$ cat src/design/pbl_pkg.sv
// shared types, register and style codes, and the floor divide by 255
// used by every module of the pixel blend core; no dependencies
package pbl_pkg;

  localparam int ChanN = 3;

  typedef logic [7:0] chan_t;

  // register indexes on the configuration port
  localparam logic [2:0] REG_STYLE    = 3'd0;
  localparam logic [2:0] REG_ALPHA    = 3'd1;
  localparam logic [2:0] REG_TINT_R   = 3'd2;
  localparam logic [2:0] REG_TINT_G   = 3'd3;
  localparam logic [2:0] REG_TINT_B   = 3'd4;
  localparam logic [2:0] REG_STRENGTH = 3'd5;

  // blend style codes
  localparam logic [2:0] BLEND_COPY       = 3'd0;
  localparam logic [2:0] BLEND_TRANSLUC   = 3'd1;
  localparam logic [2:0] BLEND_ADD        = 3'd2;
  localparam logic [2:0] BLEND_SUB        = 3'd3;
  localparam logic [2:0] BLEND_REVSUB     = 3'd4;
  localparam logic [2:0] BLEND_MODULATE   = 3'd5;
  localparam logic [2:0] BLEND_COPY_ALPHA = 3'd6;

  localparam logic [8:0] FULL_OPACITY = 9'd256;
  localparam logic [7:0] CHAN_MAX     = 8'd255;

  typedef struct packed {
    logic [2:0]             style;
    logic [8:0]             alpha;
    logic [ChanN-1:0][7:0]  tint;
    logic [7:0]             strength;
  } cfg_t;

  // source alpha and destination pixel riding along the pipeline
  typedef struct packed {
    logic [7:0]       sa;
    logic [3:0][7:0]  dst;
  } side_t;

  // floor(x / 255) for x up to 255*255
  function automatic logic [7:0] div255(input logic [15:0] x);
    logic [16:0] y;
    y = {1'b0, x} + 17'd1;
    y = y + {8'd0, y[16:8]};
    return y[15:8];
  endfunction

endpackage

$ cat src/design/patch_pixel_blend_core.sv
// top level of the patch pixel blend core
// depends on pbl_pkg, pbl_regs, pbl_tint, pbl_mix
//
// pixel compositor: tints a source rgba pixel and blends it into a destination
// pixel with one of seven styles (copy, translucent, add, subtract, reverse
// subtract, modulate, copy alpha). busy is tied low, so a pixel beat is taken
// on every cycle that start is high; each beat yields exactly one result beat
// at the output register, flagged by a one-cycle out_valid. the receiver has
// no way to hold results off and must take every beat as it appears. the four
// stages are: tint products, tint divide-by-255 and sum, blend products, blend
// combine and output register; each stage holds up to two multiplies or two
// divide-by-255 per channel. configuration registers (apb, byte address
// 4*index) are meant to change only while no beat is in flight.
module patch_pixel_blend_core (
  input  logic         clk,
  input  logic         rst_n,
  // pixel input channel
  input  logic         start,
  output logic         busy,
  input  logic [7:0]   in_src_red,
  input  logic [7:0]   in_src_green,
  input  logic [7:0]   in_src_blue,
  input  logic [7:0]   in_src_alpha,
  input  logic [7:0]   in_dst_red,
  input  logic [7:0]   in_dst_green,
  input  logic [7:0]   in_dst_blue,
  input  logic [7:0]   in_dst_alpha,
  // result channel
  output logic         out_valid,
  output logic [7:0]   out_red,
  output logic [7:0]   out_green,
  output logic [7:0]   out_blue,
  output logic [7:0]   out_alpha,
  // configuration port
  input  logic         psel,
  input  logic         penable,
  input  logic         pwrite,
  input  logic [4:0]   paddr,
  input  logic [31:0]  pwdata,
  output logic [31:0]  prdata,
  output logic         pready
);
  import pbl_pkg::*;

  cfg_t                   cfg;
  logic                   in_vld;
  logic [ChanN-1:0][7:0]  src;
  side_t                  side_in, side_t2m;
  logic                   vld_t2m;
  logic [ChanN-1:0][7:0]  src_t2m;
  logic [3:0][7:0]        pix;

  // pipeline never stalls
  assign busy   = 1'b0;
  assign in_vld = start & ~busy;

  assign src         = {in_src_blue, in_src_green, in_src_red};
  assign side_in.sa  = in_src_alpha;
  assign side_in.dst = {in_dst_alpha, in_dst_blue, in_dst_green, in_dst_red};

  pbl_regs u_regs (
    .clk     (clk),
    .rst_n   (rst_n),
    .psel    (psel),
    .penable (penable),
    .pwrite  (pwrite),
    .paddr   (paddr),
    .pwdata  (pwdata),
    .prdata  (prdata),
    .pready  (pready),
    .cfg     (cfg)
  );

  // stages 1-2: tinted source color
  pbl_tint u_tint (
    .clk      (clk),
    .rst_n    (rst_n),
    .cfg      (cfg),
    .in_vld   (in_vld),
    .in_src   (src),
    .in_side  (side_in),
    .out_vld  (vld_t2m),
    .out_src  (src_t2m),
    .out_side (side_t2m)
  );

  // stages 3-4: blend into destination, registered result
  pbl_mix u_mix (
    .clk     (clk),
    .rst_n   (rst_n),
    .cfg     (cfg),
    .in_vld  (vld_t2m),
    .in_src  (src_t2m),
    .in_side (side_t2m),
    .out_vld (out_valid),
    .out_pix (pix)
  );

  assign out_red   = pix[0];
  assign out_green = pix[1];
  assign out_blue  = pix[2];
  assign out_alpha = pix[3];

endmodule

$ cat src/design/pbl_regs.sv
// configuration registers behind the apb-style port
// depends on pbl_pkg
module pbl_regs (
  input  logic          clk,
  input  logic          rst_n,
  input  logic          psel,
  input  logic          penable,
  input  logic          pwrite,
  input  logic [4:0]    paddr,
  input  logic [31:0]   pwdata,
  output logic [31:0]   prdata,
  output logic          pready,
  output pbl_pkg::cfg_t cfg
);
  import pbl_pkg::*;

  cfg_t       cfg_r;
  logic       wr_en;
  logic [2:0] idx;

  assign pready = 1'b1;
  assign wr_en  = psel & penable & pwrite;
  assign idx    = paddr[4:2];
  assign cfg    = cfg_r;

  always_ff @(posedge clk) begin
    if (!rst_n) begin
      cfg_r.style    <= BLEND_COPY;
      cfg_r.alpha    <= FULL_OPACITY;
      cfg_r.tint     <= '0;
      cfg_r.strength <= '0;
    end else if (wr_en) begin
      unique case (idx)
        REG_STYLE:    cfg_r.style    <= pwdata[2:0];
        REG_ALPHA:    cfg_r.alpha    <= pwdata[8:0];
        REG_TINT_R:   cfg_r.tint[0]  <= pwdata[7:0];
        REG_TINT_G:   cfg_r.tint[1]  <= pwdata[7:0];
        REG_TINT_B:   cfg_r.tint[2]  <= pwdata[7:0];
        REG_STRENGTH: cfg_r.strength <= pwdata[7:0];
        default: ;
      endcase
    end
  end

  always_comb begin
    unique case (idx)
      REG_STYLE:    prdata = {29'd0, cfg_r.style};
      REG_ALPHA:    prdata = {23'd0, cfg_r.alpha};
      REG_TINT_R:   prdata = {24'd0, cfg_r.tint[0]};
      REG_TINT_G:   prdata = {24'd0, cfg_r.tint[1]};
      REG_TINT_B:   prdata = {24'd0, cfg_r.tint[2]};
      REG_STRENGTH: prdata = {24'd0, cfg_r.strength};
      default:      prdata = 32'd0;
    endcase
  end

endmodule

$ cat src/design/pbl_tint.sv
// tint stages: products in the first stage, divide by 255 and sum in the second
// depends on pbl_pkg
module pbl_tint (
  input  logic                              clk,
  input  logic                              rst_n,
  input  pbl_pkg::cfg_t                     cfg,
  input  logic                              in_vld,
  input  logic [pbl_pkg::ChanN-1:0][7:0]    in_src,
  input  pbl_pkg::side_t                    in_side,
  output logic                              out_vld,
  output logic [pbl_pkg::ChanN-1:0][7:0]    out_src,
  output pbl_pkg::side_t                    out_side
);
  import pbl_pkg::*;

  logic                         full_s, zero_s;
  logic [7:0]                   fac;
  logic                         a_vld_r, b_vld_r;
  logic [ChanN-1:0][15:0]       pa_r, pb_r, pa_nxt, pb_nxt;
  logic [ChanN-1:0][7:0]        s_r, s_nxt;
  side_t                        a_side_r, b_side_r;

  assign full_s = (cfg.strength == CHAN_MAX);
  assign zero_s = (cfg.strength == 8'd0);

  // no tint is folded in as c*255/255
  always_comb begin
    for (int i = 0; i < ChanN; i++) begin
      fac       = zero_s ? CHAN_MAX : (full_s ? cfg.tint[i] : CHAN_MAX - cfg.strength);
      pa_nxt[i] = in_src[i] * fac;
      pb_nxt[i] = full_s ? 16'd0 : cfg.tint[i] * cfg.strength;
    end
  end

  always_comb begin
    for (int i = 0; i < ChanN; i++) begin
      s_nxt[i] = div255(pa_r[i]) + div255(pb_r[i]);
    end
  end

  always_ff @(posedge clk) begin
    if (!rst_n) begin
      a_vld_r <= 1'b0;
      b_vld_r <= 1'b0;
    end else begin
      a_vld_r <= in_vld;
      b_vld_r <= a_vld_r;
    end
  end

  always_ff @(posedge clk) begin
    pa_r     <= pa_nxt;
    pb_r     <= pb_nxt;
    a_side_r <= in_side;
    s_r      <= s_nxt;
    b_side_r <= a_side_r;
  end

  assign out_vld  = b_vld_r;
  assign out_src  = s_r;
  assign out_side = b_side_r;

endmodule

$ cat src/design/pbl_mix.sv
// blend stages: weighted products, then combine, clamp and select by style
// depends on pbl_pkg
module pbl_mix (
  input  logic                              clk,
  input  logic                              rst_n,
  input  pbl_pkg::cfg_t                     cfg,
  input  logic                              in_vld,
  input  logic [pbl_pkg::ChanN-1:0][7:0]    in_src,
  input  pbl_pkg::side_t                    in_side,
  output logic                              out_vld,
  output logic [3:0][7:0]                   out_pix
);
  import pbl_pkg::*;

  logic [8:0]              a_eff;
  logic [8:0]              wd, ws;
  logic                    c_vld_r, d_vld_r;
  logic [ChanN-1:0][15:0]  pd_r, ps_r, pd_nxt, ps_nxt;
  logic [ChanN-1:0][7:0]   s_r;
  side_t                   c_side_r;
  logic                    pass;
  logic [3:0][7:0]         pix_r, pix_nxt;
  logic [16:0]             sum;
  logic [7:0]              scaled, d, s;
  logic [8:0]              dsum;

  assign a_eff = (cfg.alpha > FULL_OPACITY) ? FULL_OPACITY : cfg.alpha;

  // stage c: destination and source weights per style
  always_comb begin
    for (int i = 0; i < ChanN; i++) begin
      case (cfg.style)
        BLEND_TRANSLUC: begin
          wd = FULL_OPACITY - a_eff;
          ws = a_eff;
        end
        BLEND_MODULATE: begin
          wd = 9'd0;
          ws = {1'b0, in_side.dst[i]};
        end
        BLEND_COPY_ALPHA: begin
          wd = {1'b0, CHAN_MAX - in_side.sa};
          ws = {1'b0, in_side.sa};
        end
        default: begin
          wd = 9'd0;
          ws = a_eff;
        end
      endcase
      pd_nxt[i] = 16'(in_side.dst[i] * wd);
      ps_nxt[i] = 16'(in_src[i] * ws);
    end
  end

  // stage d: combine per style; transparent source or unused style keeps dst
  always_comb begin
    pass       = (c_side_r.sa == 8'd0) || (cfg.style > BLEND_COPY_ALPHA);
    pix_nxt[3] = pass ? c_side_r.dst[3] : c_side_r.sa;
    for (int i = 0; i < ChanN; i++) begin
      d      = c_side_r.dst[i];
      s      = s_r[i];
      sum    = {1'b0, pd_r[i]} + {1'b0, ps_r[i]};
      scaled = ps_r[i][15:8];
      dsum   = {1'b0, d} + {1'b0, scaled};
      case (cfg.style)
        BLEND_COPY:       pix_nxt[i] = s;
        BLEND_TRANSLUC:   pix_nxt[i] = sum[15:8];
        BLEND_ADD:        pix_nxt[i] = dsum[8] ? CHAN_MAX : dsum[7:0];
        BLEND_SUB:        pix_nxt[i] = (d > scaled) ? d - scaled : 8'd0;
        BLEND_REVSUB:     pix_nxt[i] = (scaled > d) ? scaled - d : 8'd0;
        BLEND_MODULATE:   pix_nxt[i] = div255(ps_r[i]);
        BLEND_COPY_ALPHA: pix_nxt[i] = (c_side_r.sa == CHAN_MAX) ? s : div255(sum[15:0]);
        default:          pix_nxt[i] = d;
      endcase
      if (pass) begin
        pix_nxt[i] = d;
      end
    end
  end

  always_ff @(posedge clk) begin
    if (!rst_n) begin
      c_vld_r <= 1'b0;
      d_vld_r <= 1'b0;
    end else begin
      c_vld_r <= in_vld;
      d_vld_r <= c_vld_r;
    end
  end

  always_ff @(posedge clk) begin
    pd_r     <= pd_nxt;
    ps_r     <= ps_nxt;
    s_r      <= in_src;
    c_side_r <= in_side;
    pix_r    <= pix_nxt;
  end

  assign out_vld = d_vld_r;
  assign out_pix = pix_r;

endmodule

$ cat config.mk
export PLATFORM = sky130hd
export DESIGN_NAME = patch_pixel_blend_core
export DESIGN_NICKNAME = d
export VERILOG_FILES = /design/src/design/pbl_pkg.sv /design/src/design/patch_pixel_blend_core.sv /design/src/design/pbl_regs.sv /design/src/design/pbl_tint.sv /design/src/design/pbl_mix.sv
export SDC_FILE = /design/constraint.sdc
export NUM_CORES = 2
export LEC_CHECK = 0
export ABC_AREA = 1
export BUFFER_PORTS_ARGS = -buffer_cell sky130_fd_sc_hd__buf_2
export CAP_MARGIN = 10
export CORE_MARGIN = 4
export CORE_UTILIZATION = 25
export CTS_BUF_LIST = sky130_fd_sc_hd__clkbuf_4
export DETAILED_ROUTE_END_ITERATION = 8
export SLEW_MARGIN = 20
export SYNTH_ARGS = -nofsm -noshare
export SYNTH_HDL_FRONTEND = slang
export SYNTH_HIERARCHICAL = 1
export SYNTH_SLANG_ARGS = --single-unit
$ cat constraint.sdc
create_clock -name clk -period 12.9 [get_ports clk]
set_clock_uncertainty 0.05 [all_clocks]
set_input_delay 0 -clock clk [delete_from_list [all_inputs] [get_ports clk]]
set_output_delay 0 -clock clk [all_outputs]
set_load 0.01 [all_outputs]
Yosys cells after proc, flatten, opt, wreduce, memory -nomap -nowiden
Cells that the tools add are included.
{"block": "word_totals", "reg_bits": 440, "input_bits": 107}
{"block": "classes", "n_mux": 31, "multipliers": 12, "n_addsub": 42, "bitwise": 2, "n_reduce_logical": 11, "magnitude_cmp": 8, "n_eq_ne": 13}
{"op": "$add A16 B1 Y17 const B", "count": 12}
{"op": "$add A16 B9 Y16", "count": 12}
{"op": "$mux W8", "count": 22}
{"op": "$pmux W8 S7", "count": 3}
{"op": "$mul A8 B8 Y16", "count": 6}
{"op": "$mul A8 B9 Y16", "count": 6}
{"op": "$pmux W9 S2", "count": 4}
{"op": "$pmux W9 S6", "count": 1}
{"op": "$add A16 B16 Y16", "count": 3}
{"op": "$gt A8 B8 Y1", "count": 6}
{"op": "$sub A8 B8 Y8", "count": 6}
{"op": "$add A8 B8 Y9", "count": 3}
{"op": "$add A8 B8 Y8", "count": 3}
{"op": "$eq A8 B8 Y1 const B", "count": 2}
{"op": "$logic_not A8 Y1", "count": 2}
{"op": "$sub A8 B8 Y8 const A", "count": 2}
{"op": "$eq A3 B3 Y1 const B", "count": 5}
{"op": "$eq A3 B2 Y1 const B", "count": 4}
{"op": "$reduce_and A2 Y1", "count": 6}
{"op": "$gt A9 B9 Y1 const B", "count": 1}
{"op": "$mux W9", "count": 1}
{"op": "$sub A9 B9 Y9 const A", "count": 1}
{"op": "$eq A3 B1 Y1 const B", "count": 2}
{"op": "$logic_not A3 Y1", "count": 2}
{"op": "other kinds (3)", "count": 4}

Longest topological paths before layout
{"block": "logic_depth", "word_depth": 6, "depth_mapped": 33}

Cells and area by module
The synthesis kept the hierarchy.
{"module": "pbl_mix", "n_inst": 1, "area_each_um2": 29295.6, "cells_each": 4174}
{"module": "pbl_tint", "n_inst": 1, "area_each_um2": 22575.4, "cells_each": 3022}
{"module": "pbl_regs", "n_inst": 1, "area_each_um2": 2618.8, "cells_each": 390}
{"module": "patch_pixel_blend_core", "n_inst": 1, "area_each_um2": 11.3, "cells_each": 2}

Worst setup path after synthesis
No wires, ideal clock.
{"block": "synth_path", "path_type": "flip-flop to flip-flop", "startpoint": "register u_regs.cfg_r, in the netlist u_regs/cfg[43]", "endpoint": "register u_mix/pd_r[47] (netlist name)", "path_stages_with_launch": 28, "period_less_slack_ns": 5.902, "path_buffers": 1, "setup_slack_ns": 6.998, "arrival_time_ns": 5.779, "cell_sequence": "dfxtp_1 -> inv_1 -> nor3_1 -> inv_1 -> or2_2 -> nand2_1 -> clkinv_1 -> clkbuf_1 -> nor2_1 -> fa_1 -> fa_1 -> fa_1 -> inv_1 -> fa_1 -> inv_1 -> ha_1 -> a21oi_1 -> o21ai_0 -> a21oi_1 -> o21bai_1 -> a21oi_1 -> inv_1 -> a21oi_1 -> inv_1 -> a21oi_1 -> nor2_1 -> nor2_1 -> xnor2_1"}
{"element": "start, declared", "line_no": "pbl_regs.sv:17", "rtl": "cfg_t cfg_r;"}
{"element": "end signal, assigned", "line_no": "pbl_mix.sv:92", "rtl": "pd_r <= pd_nxt;"}
{"element": "end, declared", "line_no": "pbl_mix.sv:18", "rtl": "logic [ChanN-1:0][15:0] pd_r, ps_r, pd_nxt, ps_nxt;"}

==> run metrics <==
status completed; fill cell count roughly 24,000; Avg WL per Cell roughly 14 um; PnR worst setup slack around 5800 ps; ANT nets after route 0; clock buffer depth 3; Die H about 470 um; all-layer global routing usage 0.138; reg-to-reg slack, setup 5800 ps; Hold Fails Final Rpt 0; clk_lat worst skew roughly 1100 ps; VDD IR-drop max ~85 uV; Slew @ Worst Pin approximately 1000 ps; FMAX 141 MHz; Pleak ~34 nW; Post-Syn Area per Cell just over 7 um^2; initial antenna violation count 35; Clock Power Share 0.191; Max FO, Critical Path 19; io pins roughly 170; post-synthesis async set-or-reset flop share 0; root buffer cell clkbuf_4; CP Data Required Time ~14,000 ps; Die Area ~0.23 mm^2; fin crit period a little over 7000 ps; Worst Path Arrival 8060 ps; crit share post-route 0.551; first-pass GRT wire length about 250,000 um; CTS tree yes; CP peak stage delay between 700 and 800 ps; P_sw about 3.6 mW; Syn-to-layout area delta 14.3%; post_cts resized 0; Worst Setup EP u_mix/pd_r[47]$_DFF_P_; Switching Share 0.482; Vias about 48,000; H-tree level count 4; CP dominant cell by count inv_1; EDFF count, synth 0; # rows 171; area leader, netlist fa_1; TNS Setup 0 ps; Yosys reg bits 440; Syn Inst Count ~7,600; Initial Util 0.251; CP Class register to register; register area share after synthesis 0.162; CP startpoint kind register; Final Slew Violations 0; Most used DFF post-synth dfxtp_1; TritonCTS buffer count 135; Pwr per Cell Area roughly 120 mW/mm^2; pre-CTS WS roughly 5800 ps; grt total ovfl 0; RR Startpoint u_regs/cfg[41]$_SDFFE_PN0P_; Routed Wire Length around 160,000 um; Setup-failing EPs final 0; fin nets roughly 9,200; r2r worst-path depth 29; Synth top area share 0.175; Setup crit start u_regs/cfg[41]$_SDFFE_PN0P_; Final GP Congestion approximately 0.9; CP max stage cell nor3_2; PortBufs between 100 and 150; max_slew headroom 0.322; Die W 475 um; CP endpoint kind register; Hold/Removal Path Class input port to register; setup bufs post-CTS 0; RR Endpoint u_mix/pd_r[47]$_DFF_P_; Sink Count between 400 and 500; synthesized area about 0.055 mm^2; top cells by count, synth inv_1, nand2_1, nor2_1; Cell variety after synth ~80; RSZ-0062 raised after global routing no; Clk pin slew, worst setup/hold paths ~60 ps; Yosys warnings 6; Seq pwr share 0.273; Area contributors post-synth fa_1, dfxtp_1, ha_1; core box area around 0.22 mm^2; Max Cap Viol 0; largest net degree at the start of global routing 48; vias in the first global route approximately 46,000; combinational power share 0.535; most common cell in the netlist inv_1; DP HPWL between 100,000 and 150,000 um; Internal 3.85 mW; DRC viols 0; mean number of vias per cell 4.40; Pre-antenna DRT Iters 6; layout cell share with drive strength beyond 1 0.0827; 1st-iter DRT viols ~3,200
## per-stage QoR
stage | power (mW) | hold slack [ps] | std cells | utilization | instance area (um^2)
6_report | 7.44 | 215 | 11000 | 0.287 | 62300
2_1_floorplan | 4.85 | -22.3 | 7610 | - | 54600
3_3_place_gp | 5.94 | 53.0 | 10500 | 0.268 | 58200
3_5_place_dp | 5.94 | 53.6 | 10500 | 0.268 | 58200
4_1_cts | 7.52 | 26.7 | 10900 | 0.287 | 62200
5_1_grt | 8.22 | 125 | 10900 | 0.287 | 62300
## worst max-delay path: cells and delay by family, from the launching register on
family | cells | cell delay [ps]
adder cells (fa/ha/maj) | 5 | 2130
AND/OR/NAND/NOR | 8 | 1790
AO/OA/AOI/OAI | 8 | 1260
buffers and inverters | 7 | 1170
flip-flops | 1 | 500
XOR/XNOR | 1 | 120
## how the worst min path moves through the flow
stage / start / endpoint / slack (ps) / cells past startpoint
floorplan: in_dst_red[0] / u_tint/a_side_r[0]$_DFF_P_ / -20 / 0
global placement: in_dst_red[7] / u_tint/a_side_r[7]$_DFF_P_ / 50 / 1
detailed placement: in_dst_red[0] / u_tint/a_side_r[0]$_DFF_P_ / 50 / 1
CTS: in_src_red[2] / u_tint/pa_r[2]$_DFF_P_ / 30 / 7
global route: paddr[3] / u_regs/cfg[14]$_SDFFE_PN0P_ / 120 / 6
finish: in_src_red[2] / u_tint/pa_r[2]$_DFF_P_ / 220 / 7
## kinds of logic after synthesis
family,Yosys count,share of synthesized area
compound gates,800,0.0835
xor+xnor,308,0.0500
fa+ha+maj,1144,0.328
buf+inv,1791,0.128
flops,440,0.162
other cells,3,0.000207
simple gates,3102,0.248
## layer usage
layer  GRT usage  routed length (um)
met3      0.0217                8620
met5           0                  42
met4      0.0612                6760
met1       0.182               70400
met2       0.224               70100
## registers in the layout, indices dropped and copies added (netlist names)
| name | count |
|---|---|
| u_mix/out_vld | 1 |
| u_mix/c_side_r | 32 |
| u_mix/pd_r | 48 |
| u_mix/s_r | 16 |
| u_mix/d | 8 |
| u_tint/pa_r | 48 |
| u_tint/out_src | 24 |
| u_mix/out_pix | 32 |
| u_tint/a_vld_r | 1 |
| u_tint/out_vld | 1 |
| u_tint/pb_r | 48 |
| u_tint/out_side | 40 |
| u_mix/c_vld_r | 1 |
| u_mix/ps_r | 48 |
| u_tint/a_side_r | 40 |
| u_regs/cfg | 44 |
| u_mix/s | 8 |
## area by class of cell
type	instances	area (um^2)	share of cell area
clock inverters	56	422	0.00677
clock buffers	177	1330	0.0213
flip-flops and latches	440	8810	0.141
diodes	24	60.1	0.000964
inverters	1643	6180	0.0992
repair buffers	378	3100	0.0498
multi-input cells	5379	38800	0.623
well taps	2854	3570	0.0573
## cells in the final DEF, fill, tap and decap left out, drive strengths merged, types with 75 or more instances in the layout
master,n
a21oi,384
buf,154
clkbuf,177
dfxtp,440
dlygate4sd3,224
fa,477
ha,667
inv,1627
nand2,1561
nand3,363
nand4,110
nor2,956
o21ai,249
xnor2,75
xor2,233
## power groups by stage
stage          Clock [mW]  Sequential [mW]  Combinational, mW
6_report             1.42             2.03               3.98
5_1_grt              1.58             2.07               4.57
4_1_cts              1.51             2.03               3.99
3_5_place_dp            0             2.06               3.88
3_3_place_gp            0             2.06               3.88
2_1_floorplan           0             1.87               2.98
## repair_timing
item                                    CTS  global route
endpoints found under the hold margin   131             0
endpoints found under the setup margin    0             0
hold buffers                            225             0
No activity file was read; power rests on OpenSTA's default activity.
